File: src/hw/rtl/tak_pkg.sv
// Shared types, constants and helper functions for the tilt angle Kalman filter.
// Holds the word format, the microcode program of the sequencer and the saturation helpers.
// Depends on nothing; every other RTL file of the block uses it.
package tak_pkg;

	localparam int WORD_W    = 32;
	localparam int FRAC_W    = 16;
	localparam int PROD_W    = 2 * WORD_W;
	localparam int MAG_W     = PROD_W - FRAC_W;
	localparam int DVD_W     = WORD_W + FRAC_W;
	localparam int DIV_CNT_W = $clog2(DVD_W);
	localparam int STEP_W    = 5;
	localparam int CFG_W     = 24;

	typedef logic signed [WORD_W-1:0] word_t;

	localparam word_t WORD_MAX = {1'b0, {(WORD_W-1){1'b1}}};
	localparam word_t WORD_MIN = {1'b1, {(WORD_W-1){1'b0}}};
	localparam logic [MAG_W-1:0] MAG_NEG_LIM = MAG_W'(1) << (WORD_W - 1);
	localparam logic [MAG_W-1:0] MAG_POS_LIM = MAG_NEG_LIM - MAG_W'(1);

	typedef enum logic [1:0] {
		OP_ADD,
		OP_SUB,
		OP_MUL,
		OP_DIV
	} op_t;

	// Operand and destination registers of the datapath.
	typedef enum logic [4:0] {
		R_ANG,
		R_BIAS,
		R_AA,
		R_AB,
		R_BA,
		R_BB,
		R_MEAS,
		R_GYRO,
		R_T0,
		R_T1,
		R_T2,
		R_T3,
		R_T4,
		R_T5,
		R_K0,
		R_K1,
		R_DT,
		R_QA,
		R_QB,
		R_R
	} rsel_t;

	typedef enum logic [1:0] {
		CFG_TIME_STEP   = 2'd0,
		CFG_ANGLE_NOISE = 2'd1,
		CFG_BIAS_NOISE  = 2'd2,
		CFG_MEAS_NOISE  = 2'd3
	} cfg_idx_t;

	typedef enum logic [2:0] {
		S_IDLE,
		S_ISSUE,
		S_MUL_WB,
		S_DIV_WAIT,
		S_DONE
	} state_t;

	typedef struct packed {
		op_t   op;
		rsel_t a;
		rsel_t b;
		rsel_t dst;
		logic  last;
	} uop_t;

	// Applies a sign to a magnitude and clamps the result to the word range.
	function automatic word_t sat_mag(input logic neg, input logic [MAG_W-1:0] mag);
		logic [MAG_W-1:0] neg_mag;
		neg_mag = -mag;
		if (neg) begin
			if (mag > MAG_NEG_LIM)
				return WORD_MIN;
			return neg_mag[WORD_W-1:0];
		end
		if (mag > MAG_POS_LIM)
			return WORD_MAX;
		return mag[WORD_W-1:0];
	endfunction

	// Saturating add or subtract of two words.
	function automatic word_t sat_addsub(input word_t a, input word_t b, input logic do_sub);
		logic signed [WORD_W:0] s;
		if (do_sub)
			s = {a[WORD_W-1], a} - {b[WORD_W-1], b};
		else
			s = {a[WORD_W-1], a} + {b[WORD_W-1], b};
		if (s[WORD_W] != s[WORD_W-1])
			return s[WORD_W] ? WORD_MIN : WORD_MAX;
		return s[WORD_W-1:0];
	endfunction

	// One filter update as a list of operations on the shared unit.
	function automatic uop_t ucode(input logic [STEP_W-1:0] pc);
		uop_t u;
		unique case (pc)
			5'd0:    u = '{OP_SUB, R_GYRO, R_BIAS, R_T0,   1'b0};
			5'd1:    u = '{OP_MUL, R_T0,   R_DT,   R_T0,   1'b0};
			5'd2:    u = '{OP_ADD, R_ANG,  R_T0,   R_ANG,  1'b0};
			5'd3:    u = '{OP_MUL, R_BB,   R_DT,   R_T1,   1'b0};
			5'd4:    u = '{OP_SUB, R_QA,   R_AB,   R_T2,   1'b0};
			5'd5:    u = '{OP_SUB, R_T2,   R_BA,   R_T2,   1'b0};
			5'd6:    u = '{OP_MUL, R_T2,   R_DT,   R_T2,   1'b0};
			5'd7:    u = '{OP_ADD, R_AA,   R_T2,   R_T2,   1'b0};
			5'd8:    u = '{OP_MUL, R_T1,   R_DT,   R_T3,   1'b0};
			5'd9:    u = '{OP_ADD, R_T2,   R_T3,   R_T2,   1'b0};
			5'd10:   u = '{OP_SUB, R_AB,   R_T1,   R_T3,   1'b0};
			5'd11:   u = '{OP_SUB, R_BA,   R_T1,   R_T4,   1'b0};
			5'd12:   u = '{OP_ADD, R_BB,   R_QB,   R_BB,   1'b0};
			5'd13:   u = '{OP_ADD, R_T2,   R_R,    R_T5,   1'b0};
			5'd14:   u = '{OP_DIV, R_T2,   R_T5,   R_K0,   1'b0};
			5'd15:   u = '{OP_DIV, R_T4,   R_T5,   R_K1,   1'b0};
			5'd16:   u = '{OP_SUB, R_MEAS, R_ANG,  R_T0,   1'b0};
			5'd17:   u = '{OP_MUL, R_K0,   R_T0,   R_T1,   1'b0};
			5'd18:   u = '{OP_ADD, R_ANG,  R_T1,   R_ANG,  1'b0};
			5'd19:   u = '{OP_MUL, R_K1,   R_T0,   R_T1,   1'b0};
			5'd20:   u = '{OP_ADD, R_BIAS, R_T1,   R_BIAS, 1'b0};
			5'd21:   u = '{OP_MUL, R_K0,   R_T2,   R_T1,   1'b0};
			5'd22:   u = '{OP_SUB, R_T2,   R_T1,   R_AA,   1'b0};
			5'd23:   u = '{OP_MUL, R_K0,   R_T3,   R_T1,   1'b0};
			5'd24:   u = '{OP_SUB, R_T3,   R_T1,   R_AB,   1'b0};
			5'd25:   u = '{OP_MUL, R_K1,   R_T2,   R_T1,   1'b0};
			5'd26:   u = '{OP_SUB, R_T4,   R_T1,   R_BA,   1'b0};
			5'd27:   u = '{OP_MUL, R_K1,   R_T3,   R_T1,   1'b0};
			5'd28:   u = '{OP_SUB, R_BB,   R_T1,   R_BB,   1'b1};
			default: u = '{OP_ADD, R_T5,   R_T5,   R_T5,   1'b1};
		endcase
		return u;
	endfunction

endpackage

File: src/hw/rtl/tak_mul.sv
// Shared fixed-point multiplier of the tilt angle Kalman filter.
// Registers the full magnitude product, then rounds half away from zero and saturates.
// Depends on tak_pkg.
module tak_mul (
	input  logic          clk,
	input  logic          en,
	input  tak_pkg::word_t a,
	input  tak_pkg::word_t b,
	output tak_pkg::word_t res
);

	logic [tak_pkg::WORD_W-1:0] mag_a;
	logic [tak_pkg::WORD_W-1:0] mag_b;
	logic [tak_pkg::PROD_W-1:0] prod_q;
	logic                       neg_q;
	logic [tak_pkg::PROD_W-1:0] rnd;

	assign mag_a = a[tak_pkg::WORD_W-1] ? -a : a;
	assign mag_b = b[tak_pkg::WORD_W-1] ? -b : b;

	always_ff @(posedge clk) begin
		if (en) begin
			neg_q  <= a[tak_pkg::WORD_W-1] ^ b[tak_pkg::WORD_W-1];
			prod_q <= tak_pkg::PROD_W'(mag_a) * tak_pkg::PROD_W'(mag_b);
		end
	end

	assign rnd = prod_q + (tak_pkg::PROD_W'(1) << (tak_pkg::FRAC_W - 1));
	assign res = tak_pkg::sat_mag(neg_q, rnd[tak_pkg::PROD_W-1:tak_pkg::FRAC_W]);

endmodule

File: src/hw/rtl/tak_div.sv
// Bit-serial restoring divider of the tilt angle Kalman filter, one quotient bit a cycle.
// Gives the fixed-point quotient truncated toward zero, or zero for a divisor that is not positive.
// Depends on tak_pkg.
module tak_div (
	input  logic          clk,
	input  logic          arst_n,
	input  logic          start,
	input  tak_pkg::word_t num,
	input  tak_pkg::word_t den,
	output logic          done,
	output tak_pkg::word_t quo
);

	logic                          busy_q;
	logic                          done_q;
	logic [tak_pkg::DIV_CNT_W-1:0] cnt_q;
	logic [tak_pkg::WORD_W-1:0]    rem_q;
	logic [tak_pkg::WORD_W-1:0]    den_q;
	logic [tak_pkg::DVD_W-1:0]     dvd_q;
	logic                          neg_q;
	logic [tak_pkg::WORD_W-1:0]    num_mag;
	logic [tak_pkg::WORD_W:0]      trial;
	logic                          fits;

	assign num_mag = num[tak_pkg::WORD_W-1] ? -num : num;
	assign trial   = {rem_q, dvd_q[tak_pkg::DVD_W-1]};
	assign fits    = trial >= {1'b0, den_q};

	always_ff @(posedge clk or negedge arst_n) begin
		if (!arst_n) begin
			busy_q <= 1'b0;
			done_q <= 1'b0;
			cnt_q  <= '0;
		end else begin
			done_q <= 1'b0;
			if (start) begin
				cnt_q <= '0;
				if (!den[tak_pkg::WORD_W-1] && |den)
					busy_q <= 1'b1;
				else
					done_q <= 1'b1;
			end else if (busy_q) begin
				cnt_q <= cnt_q + 1'b1;
				if (cnt_q == tak_pkg::DIV_CNT_W'(tak_pkg::DVD_W - 1)) begin
					busy_q <= 1'b0;
					done_q <= 1'b1;
				end
			end
		end
	end

	// The dividend shifts out at the top while quotient bits shift in at the bottom.
	always_ff @(posedge clk) begin
		if (start) begin
			rem_q <= '0;
			den_q <= den;
			neg_q <= num[tak_pkg::WORD_W-1];
			if (!den[tak_pkg::WORD_W-1] && |den)
				dvd_q <= {num_mag, {tak_pkg::FRAC_W{1'b0}}};
			else
				dvd_q <= '0;
		end else if (busy_q) begin
			rem_q <= fits ? trial[tak_pkg::WORD_W-1:0] - den_q : trial[tak_pkg::WORD_W-1:0];
			dvd_q <= {dvd_q[tak_pkg::DVD_W-2:0], fits};
		end
	end

	assign done = done_q;
	assign quo  = tak_pkg::sat_mag(neg_q, tak_pkg::MAG_W'(dvd_q));

endmodule

File: src/hw/rtl/tilt_angle_kalman_filter.sv
// Top level of the tilt angle Kalman filter: sequencer, register file and output register.
// Depends on tak_pkg, tak_mul and tak_div.
//
// Usage:
// The input channel (in_valid, in_ready) takes one word of measured_angle and gyro_rate,
// both signed Q16.16. The output channel (out_valid, out_ready) returns one word of
// filtered_angle and bias_estimate for each input word, in order.
// The configuration channel (cfg_valid, cfg_ready, cfg_index, cfg_data) writes time_step,
// angle_process_noise, bias_process_noise and measure_noise at indexes 0 to 3; it is always
// ready and should only be used while no update is in flight.
// A microcoded sequencer runs 29 operations through one saturating adder, one registered
// multiplier and one bit-serial divider. A gain division skips the bit-serial loop when the
// innovation denominator is not positive. The block takes no new word until the result of
// the current update has moved to the output register; in_ready is high only while the
// block is idle.
// A finished result sits in the output register; the block accepts the next word while
// it waits, and a new result waits in the sequencer until the previous one is taken.
// Reset restores the default configuration, clears the angle and bias estimates and sets
// the covariance to the identity.
module tilt_angle_kalman_filter (
	input  logic                      clk,
	input  logic                      arst_n,
	input  logic                      in_valid,
	output logic                      in_ready,
	input  logic signed [31:0]        measured_angle,
	input  logic signed [31:0]        gyro_rate,
	output logic                      out_valid,
	input  logic                      out_ready,
	output logic signed [31:0]        filtered_angle,
	output logic signed [31:0]        bias_estimate,
	input  logic                      cfg_valid,
	output logic                      cfg_ready,
	input  logic [1:0]                cfg_index,
	input  logic [tak_pkg::CFG_W-1:0] cfg_data
);

	tak_pkg::state_t state_q, state_d;
	logic [tak_pkg::STEP_W-1:0] pc_q;
	tak_pkg::uop_t uop;

	logic [15:0] time_step_q;
	logic [15:0] angle_noise_q;
	logic [15:0] bias_noise_q;
	logic [23:0] meas_noise_q;

	tak_pkg::word_t ang_q, bias_q, aa_q, ab_q, ba_q, bb_q;
	tak_pkg::word_t meas_q, gyro_q;
	tak_pkg::word_t t0_q, t1_q, t2_q, t3_q, t4_q, t5_q, k0_q, k1_q;

	tak_pkg::word_t opa, opb, alu_res, mul_res, div_res, wb_data;
	logic wb_en, adv, pc_inc, mul_en, div_start, div_done, out_load, in_take;

	logic                out_valid_q;
	tak_pkg::word_t      filtered_angle_q;
	tak_pkg::word_t      bias_estimate_q;

	assign uop = tak_pkg::ucode(pc_q);

	function automatic tak_pkg::word_t pick(input tak_pkg::rsel_t sel);
		tak_pkg::word_t v;
		unique case (sel)
			tak_pkg::R_ANG:  v = ang_q;
			tak_pkg::R_BIAS: v = bias_q;
			tak_pkg::R_AA:   v = aa_q;
			tak_pkg::R_AB:   v = ab_q;
			tak_pkg::R_BA:   v = ba_q;
			tak_pkg::R_BB:   v = bb_q;
			tak_pkg::R_MEAS: v = meas_q;
			tak_pkg::R_GYRO: v = gyro_q;
			tak_pkg::R_T0:   v = t0_q;
			tak_pkg::R_T1:   v = t1_q;
			tak_pkg::R_T2:   v = t2_q;
			tak_pkg::R_T3:   v = t3_q;
			tak_pkg::R_T4:   v = t4_q;
			tak_pkg::R_T5:   v = t5_q;
			tak_pkg::R_K0:   v = k0_q;
			tak_pkg::R_K1:   v = k1_q;
			tak_pkg::R_DT:   v = {16'b0, time_step_q};
			tak_pkg::R_QA:   v = {16'b0, angle_noise_q};
			tak_pkg::R_QB:   v = {16'b0, bias_noise_q};
			tak_pkg::R_R:    v = {8'b0, meas_noise_q};
			default:         v = '0;
		endcase
		return v;
	endfunction

	// The operand muxes must follow the registers as well as the selects.
	always_comb begin
		opa = pick(uop.a);
		opb = pick(uop.b);
	end

	assign alu_res = tak_pkg::sat_addsub(opa, opb, uop.op == tak_pkg::OP_SUB);

	tak_mul u_mul (
		.clk (clk),
		.en  (mul_en),
		.a   (opa),
		.b   (opb),
		.res (mul_res)
	);

	tak_div u_div (
		.clk    (clk),
		.arst_n (arst_n),
		.start  (div_start),
		.num    (opa),
		.den    (opb),
		.done   (div_done),
		.quo    (div_res)
	);

	always_ff @(posedge clk or negedge arst_n) begin
		if (!arst_n)
			state_q <= tak_pkg::S_IDLE;
		else
			state_q <= state_d;
	end

	always_comb begin
		state_d   = state_q;
		wb_en     = 1'b0;
		wb_data   = alu_res;
		adv       = 1'b0;
		pc_inc    = 1'b0;
		mul_en    = 1'b0;
		div_start = 1'b0;
		out_load  = 1'b0;
		in_take   = 1'b0;
		unique case (state_q)
			tak_pkg::S_IDLE: begin
				if (in_valid) begin
					in_take = 1'b1;
					state_d = tak_pkg::S_ISSUE;
				end
			end
			tak_pkg::S_ISSUE: begin
				case (uop.op) inside
					tak_pkg::OP_ADD, tak_pkg::OP_SUB: begin
						wb_en = 1'b1;
						adv   = 1'b1;
					end
					tak_pkg::OP_MUL: begin
						mul_en  = 1'b1;
						state_d = tak_pkg::S_MUL_WB;
					end
					default: begin
						div_start = 1'b1;
						state_d   = tak_pkg::S_DIV_WAIT;
					end
				endcase
			end
			tak_pkg::S_MUL_WB: begin
				wb_en   = 1'b1;
				wb_data = mul_res;
				adv     = 1'b1;
			end
			tak_pkg::S_DIV_WAIT: begin
				if (div_done) begin
					wb_en   = 1'b1;
					wb_data = div_res;
					adv     = 1'b1;
				end
			end
			tak_pkg::S_DONE: begin
				if (!out_valid_q || out_ready) begin
					out_load = 1'b1;
					state_d  = tak_pkg::S_IDLE;
				end
			end
			default: state_d = tak_pkg::S_IDLE;
		endcase
		if (adv) begin
			if (uop.last) begin
				state_d = tak_pkg::S_DONE;
			end else begin
				pc_inc  = 1'b1;
				state_d = tak_pkg::S_ISSUE;
			end
		end
	end

	always_ff @(posedge clk or negedge arst_n) begin
		if (!arst_n)
			pc_q <= '0;
		else if (in_take)
			pc_q <= '0;
		else if (pc_inc)
			pc_q <= pc_q + 1'b1;
	end

	always_ff @(posedge clk or negedge arst_n) begin
		if (!arst_n) begin
			time_step_q   <= 16'd328;
			angle_noise_q <= 16'd66;
			bias_noise_q  <= 16'd197;
			meas_noise_q  <= 24'd32768;
		end else if (cfg_valid && cfg_ready) begin
			unique case (tak_pkg::cfg_idx_t'(cfg_index))
				tak_pkg::CFG_TIME_STEP:   time_step_q   <= cfg_data[15:0];
				tak_pkg::CFG_ANGLE_NOISE: angle_noise_q <= cfg_data[15:0];
				tak_pkg::CFG_BIAS_NOISE:  bias_noise_q  <= cfg_data[15:0];
				tak_pkg::CFG_MEAS_NOISE:  meas_noise_q  <= cfg_data[23:0];
				default: ;
			endcase
		end
	end

	// Filter state, restored to the initial estimate and identity covariance by reset.
	always_ff @(posedge clk or negedge arst_n) begin
		if (!arst_n) begin
			ang_q  <= '0;
			bias_q <= '0;
			aa_q   <= tak_pkg::word_t'(1) <<< tak_pkg::FRAC_W;
			ab_q   <= '0;
			ba_q   <= '0;
			bb_q   <= tak_pkg::word_t'(1) <<< tak_pkg::FRAC_W;
		end else if (wb_en) begin
			unique case (uop.dst)
				tak_pkg::R_ANG:  ang_q  <= wb_data;
				tak_pkg::R_BIAS: bias_q <= wb_data;
				tak_pkg::R_AA:   aa_q   <= wb_data;
				tak_pkg::R_AB:   ab_q   <= wb_data;
				tak_pkg::R_BA:   ba_q   <= wb_data;
				tak_pkg::R_BB:   bb_q   <= wb_data;
				default: ;
			endcase
		end
	end

	always_ff @(posedge clk) begin
		if (in_take) begin
			meas_q <= measured_angle;
			gyro_q <= gyro_rate;
		end
		if (wb_en) begin
			unique case (uop.dst)
				tak_pkg::R_T0: t0_q <= wb_data;
				tak_pkg::R_T1: t1_q <= wb_data;
				tak_pkg::R_T2: t2_q <= wb_data;
				tak_pkg::R_T3: t3_q <= wb_data;
				tak_pkg::R_T4: t4_q <= wb_data;
				tak_pkg::R_T5: t5_q <= wb_data;
				tak_pkg::R_K0: k0_q <= wb_data;
				tak_pkg::R_K1: k1_q <= wb_data;
				default: ;
			endcase
		end
	end

	always_ff @(posedge clk or negedge arst_n) begin
		if (!arst_n)
			out_valid_q <= 1'b0;
		else if (out_load)
			out_valid_q <= 1'b1;
		else if (out_ready)
			out_valid_q <= 1'b0;
	end

	always_ff @(posedge clk) begin
		if (out_load) begin
			filtered_angle_q <= ang_q;
			bias_estimate_q  <= bias_q;
		end
	end

	assign in_ready       = state_q == tak_pkg::S_IDLE;
	assign cfg_ready      = 1'b1;
	assign out_valid      = out_valid_q;
	assign filtered_angle = filtered_angle_q;
	assign bias_estimate  = bias_estimate_q;

endmodule

File: config.mk
export PLATFORM = sky130hd
export DESIGN_NAME = tilt_angle_kalman_filter
export DESIGN_NICKNAME = d
export VERILOG_FILES = /design/src/hw/rtl/tak_pkg.sv /design/src/hw/rtl/tak_mul.sv /design/src/hw/rtl/tak_div.sv /design/src/hw/rtl/tilt_angle_kalman_filter.sv
export SDC_FILE = /design/constraint.sdc
export NUM_CORES = 2
export LEC_CHECK = 0
export BUFFER_PORTS_ARGS = -buffer_cell sky130_fd_sc_hd__buf_2
export CAP_MARGIN = 20
export CORE_MARGIN = 2
export CORE_UTILIZATION = 30
export DETAILED_ROUTE_END_ITERATION = 6
export PLACE_DENSITY = 0.41
export SYNTH_ARGS = -nofsm -noshare
export SYNTH_HDL_FRONTEND = slang
export SYNTH_SLANG_ARGS = --single-unit
File: constraint.sdc
create_clock -name clk -period 18.4 [get_ports clk]
set_input_delay 0.92 -clock clk [delete_from_list [all_inputs] [get_ports clk]]
set_output_delay 0.92 -clock clk [all_outputs]
set_load 0.05 [all_outputs]
== Word level (Yosys, flattened, before mapping) ==
Memory sizes are Yosys's and may differ from the RTL's.
Cells that the tools add are included.
Word-level totals
  logic and storage cells: 227
  register bits: 843
  latch bits: 0
  output and inout port bits: 67
  ROM bits: 544
  bits in writable memories: 0
  memories kept: 1
Cells by class
  $mul: 1
  bitwise gates (word level): 1
  reductions and logical operators: 35
  $lt $le $gt $ge: 5
  equality and inequality tests: 67
  add/sub/neg operators: 10
  div/mod/pow operators: 0
  muxes and demuxes: 73
  shift-type cells: 0
Memory list
  (no name shown): depth 32, width 17, read ports 1, clocked after memory_dff 0, write ports 0, line tak_pkg.sv:105  | unique case (pc)
Operator list (count)
  32-bit case mux with 20 select lines: 2
  32-bit 2-to-1 mux: 19
  48-bit 2-to-1 mux: 3
  32-bit negation: 4
  5-bit by 4-bit equality test with 1-bit output (second input constant): 24
  48-bit by 31-bit > comparator with 1-bit output (second input constant): 2
  48-bit by 32-bit > comparator with 1-bit output (second input constant): 2
  64-bit by 16-bit adder with 64-bit output (second input constant): 1
  32-bit by 32-bit multiplier with 64-bit output: 1
  32-bit case mux with 2 select lines: 1
  5-bit by 3-bit equality test with 1-bit output (second input constant): 10
  5-bit equality test (second input constant): 8
  1-bit 2-to-1 mux: 36
  2-bit AND reduction: 18
  32-bit by 32-bit adder with 33-bit output: 1
  33-bit by 32-bit greater-or-equal comparator with 1-bit output: 1
  33-bit 2-to-1 mux: 1
  32-bit by 32-bit subtractor with 33-bit output: 1
  32-bit OR reduction: 1
  32-bit subtractor: 1
  5-bit by 2-bit equality test with 1-bit output (second input constant): 6
  5-bit by 1-bit equality test with 1-bit output (second input constant): 3
  5-bit zero test: 3
  3-bit 2-to-1 mux: 5
  other kinds (25): 38

== Logic depth before layout (Yosys ltp) ==
  word-level depth: 10
  gate-level depth with buffers: 58

== Modules after synthesis ==
From an unflattened synthesis, not the netlist that was laid out.
Second synthesis, totals
  cells, all modules: 8374
  area, all modules: 81034.0 um^2
By module, submodules not included
  tak_mul: instances 1, cells each 4410, seq. area each 1501.4 um^2, area each 37971.4 um^2
  tilt_angle_kalman_filter: instances 1, cells each 3000, seq. area each 18377.6 um^2, area each 34426.8 um^2
  tak_div: instances 1, cells each 964, seq. area each 3273.1 um^2, area each 8635.8 um^2

== Least setup slack after synthesis ==
No wires, ideal clock.
  path kind: register to register
  start: reg pc_q[1] (netlist bit)
  end: reg u_mul.prod_q[63] (netlist bit), data pin
  required time: 18140 ps
  path buffers: 8
  setup slack: 5862 ps
  setup time: 260 ps
  arrival: 12278 ps
  cell stages (with the launch flop): 54
  cells stage by stage: dfrtp_1 > clkbuf_1 > inv_1 > ha_1 > buf_2 > nand2b_1 > buf_2 > nand2_1 > a32oi_2 > buf_4 > buf_2 > mux2_2 > a32oi_1 > o22ai_1 > nor3_1 > clkbuf_1 > ha_1 > inv_1 > [18 not listed] > fa_1 > ha_1 > ha_1 > a21o_1 > a21o_1 > a21oi_1 > o21ai_0 > a21o_1 > a21o_1 > a21o_1 > a21o_1 > a21o_1 > a21o_1 > a31oi_1 > o21ai_1 > a211oi_1 > o21bai_1 > xnor2_1
Between the ends
  cells in the longest elaborated chain, start to end: 6
  elaborated cells on any way between the ends: 48
  those cells by class: add/sub (2); mul (1); eq/ne (38); mux (4); reduce/logical (2); memory (1)
Ends and longest elaborated chain
  start, declared: line tilt_angle_kalman_filter.sv:38  | logic [tak_pkg::STEP_W-1:0] pc_q;
  start signal, assigned: line tilt_angle_kalman_filter.sv:189  | pc_q <= pc_q + 1'b1;
  memory 32 x 17 bit (*)
  5-bit equality test (tied with other cells): line tilt_angle_kalman_filter.sv:61  | unique case (sel)
  32-bit case mux with 20 select lines: line tilt_angle_kalman_filter.sv:61
  32-bit negation, on equally long branches: line tak_mul.sv:18, tak_mul.sv:19
  32-bit 2-to-1 mux, on equally long branches: line tak_mul.sv:18, tak_mul.sv:19
  32-bit by 32-bit multiplier with 64-bit output (*): line tak_mul.sv:24  | prod_q <= tak_pkg::PROD_W'(mag_a) * tak_pkg::PROD_W'(mag_b);
  end signal, assigned: line tak_mul.sv:24
  end, declared: line tak_mul.sv:14  | logic [tak_pkg::PROD_W-1:0] prod_q;
Mark *: on every way between the ends. The rest lies on a longest branch, timed or not.
A chain may end at the register's enable or synchronous reset.

== Worst setup path in the final report ==
  start: reg pc_q[2] (netlist bit)
  end: reg u_mul.prod_q[63] (netlist bit), data pin
Between the ends
  cells in the longest elaborated chain, start to end: 6
  elaborated cells on any way between the ends: 48
  those cells by class: add/sub (2); mul (1); eq/ne (38); mux (4); reduce/logical (2); memory (1)
Ends and longest elaborated chain
  memory 32 x 17 bit (*)
  5-bit equality test (tied with other cells): line tilt_angle_kalman_filter.sv:61
  32-bit case mux with 20 select lines (*): line tilt_angle_kalman_filter.sv:61
  net opb[8]: line tilt_angle_kalman_filter.sv:50  | tak_pkg::word_t opa, opb, alu_res, mul_res, div_res, wb_data;
  32-bit negation: line tak_mul.sv:19  | assign mag_b = b[tak_pkg::WORD_W-1] ? -b : b;
  32-bit 2-to-1 mux (*): line tak_mul.sv:19
  32-bit by 32-bit multiplier with 64-bit output (*): line tak_mul.sv:24
Mark *: on every way through the listed nets, which the timed path passes. The rest lies on a longest branch.

==> out/qor.txt <==
Status -> finished with violations
Failing checks -> design-rule violations
Final period util -> 87.19%
DIE AREA -> 266000 um2
Largest family of logic cells by synthesized area -> adder cells
Regs by FF count -> u_mul.prod_q x49, u_div.dvd_q x48
Tot GR Track Use -> 26.14%
RSZ-0062 raised after global routing -> no
EDFF count, synth -> 515
Critical Path RT -> 18.88 ns
Clk_skew -> 0.06341 ns
Worst setup path startpoint -> pc_q[2]
Routability cong. -> 0.9453
Hold Buf Count CTS -> 0
Synth top cells by count -> inv_1, fa_1, nor2_1, nand2_1, edfxtp_1
Biggest register -> u_mul.prod_q
Cts bufs inserted -> 99
Synthesized area -> 78570 um2
Compound-cell area share of the yosys netlist -> 12.74%
Filler cells -> 26630
Fin Hold WS -> 0.1388 ns
Initial antenna violation count -> 25
Core area -> 259900 um2
Slew Limit Headroom -> 19.23%
Post-CTS setup buffer count -> 0
Async set or reset register ratio after synthesis -> 33.94%
Average footprint of a synthesized cell -> 9.767 um2
Yosys top cell area share -> 22.86%
Aggregate global routing overflow -> 0
Synth unique cells -> 122
Layout cells sized above 1 -> 13.06%
Via density -> 5.528
Worst-path fanout max -> 33
Cells after Synth -> 8044
Ports -> 162
Slew Viols, Final -> 0
WL/cell -> 29.84 um
Number of global-route vias before repair -> 65710
DRT iter0 DRCs -> 7658
CP max stage cell -> dfrtp_1
Largest register FFs -> 49
Root Driver -> clkbuf_16
Simple-gate share of the synthesized area -> 13.70%
Final setup TNS -> 0 ns
Most used cell, CP -> a21o_1
Slew @ Worst Pin -> 1.210 ns
Syn Nets -> 9380
XOR/XNOR Fraction of Synth Area -> 3.295%
CP peak stage delay -> 1.05 ns
Main flop type after synthesis -> edfxtp_1
Worst setup SP type -> flip-flop
Worst skew pair latency -> 0.74 ns
Synth area leader -> fa_1
Count leader, synth -> inv_1
Clock transition at path regs -> 0.06 ns
# clock sinks -> 828
Global-route wire length before repair -> 498400 um
Via Count -> 64730
Sequential area share after synthesis -> 29.47%
CP Capture Type -> flip-flop
Peak Freq -> 0.06234 GHz
Starting Density -> 30.22%
Die width -> 515.7 um
Synth top area cells -> fa_1, edfxtp_1, dfrtp_1
Clock buffer depth -> 3
H-tree levels -> 3
# rows -> 187
CP arrival -> 16.52 ns
Hold Crit Class -> input pin to asynchronous set/reset pin
Final min period -> 16.04 ns
Remaining DRCs -> 27
Worst r2r src -> pc_q[2]
MaxCap Viol Count -> 0
Synthesized-area fraction occupied by adder cells -> 28.33%
Port Buffers -> 160
Syn. warnings -> 0
Drt total wl -> 349400 um
Final ANT Viol Nets -> 0
Synthesis-to-layout area growth -> 12.92%
TritonCTS clock tree -> done
Setup violators final -> 0
#FFs+latches synth -> 828
Largest net degree at the start of global routing -> 71
# resized after CTS -> 0
NumNets Final -> 9448
Proportion of synthesized area in mux cells -> 4.661%
Crit Path Category -> flip-flop to flip-flop
Chip height -> 515.7 um
Final hold vios -> 0
DPL Wire Length -> 252000 um
DRT Pass-1 Iters -> 7
==> placed cells by master, fill, tap and decap left out, drive strengths merged, types with 237 or more instances in the layout <==
master  netlist  layout
nor2        818     818
fa          897     897
edfxtp      515     515
inv        1087    1092
buf         158     432
ha          344     344
nand2       723     723
dfrtp       269     269
a21oi       322     322
o21ai       237     237
==> critical path, delay by kind of cell, from the launching register on <==
kind,cells,cell delay [ns]
fa+ha+maj,10,5.02
compound gates,18,4.21
simple gates,9,3.67
buf+inv,3,1.49
flops,1,1.05
xor+xnor,2,0.28
==> area by class of cell <==
type	count	area [um2]	area share, %
timing repair buffer	432	2900	3.269
clock inverter	50	894.6	1.008
multi-input combinational	5660	50460	56.87
inverter	1091	4095	4.616
clock buffer	138	2808	3.165
sequential	828	23150	26.10
antenna	14	35.03	0.03949
tap	3496	4374	4.930
==> per-layer routing <==
layer  global-route usage (%)  wire length (um)  share of wire, %  up-vias
met5                        0                81             0.023        -
met4                    12.01             19110               5.5       12
met1                    35.47            148300                42    33380
met2                    40.29            153500                44     3263
met3                    4.824             28460               8.1      786
li1                         -                 -                 -    27290
==> cell families after synthesis <==
group                      count (synthesis)
and+or+nand+nor                         2340
buffers and inverters                   1556
AOI/OAI and AO/OA                       1452
adders and majority gates               1241
DFF                                      828
muxes                                    336
xor gates and xnor gates                 290
other                                      1
==> final timing paths <==
check	end	slack (ns)	cells after the start
max	u_mul.prod_q[63]	2.36	42
min	ang_q[10]	0.14	1
max reg2reg	u_mul.prod_q[63]	2.36	42
min reg2reg	u_div.rem_q[17]	0.50	2
max in group asynchronous	aa_q[23]	16.27	3
min in group clk	gyro_q[12]	0.36	1
==> per-stage QoR <==
step	instances	instance area, um2	setup slack, ns	util, %
2_1_floorplan	8044	78570	5.862	-
3_3_place_gp	11500	84900	2.599	32.66
3_5_place_dp	11510	84950	2.572	32.68
4_1_cts	11690	88650	2.521	34.10
5_1_grt	11700	88690	1.631	34.12
6_report	11710	88720	2.358	34.13
Power is not shown: default switching activity piles up to over one toggle a cycle in this logic, so the estimate is an artifact.
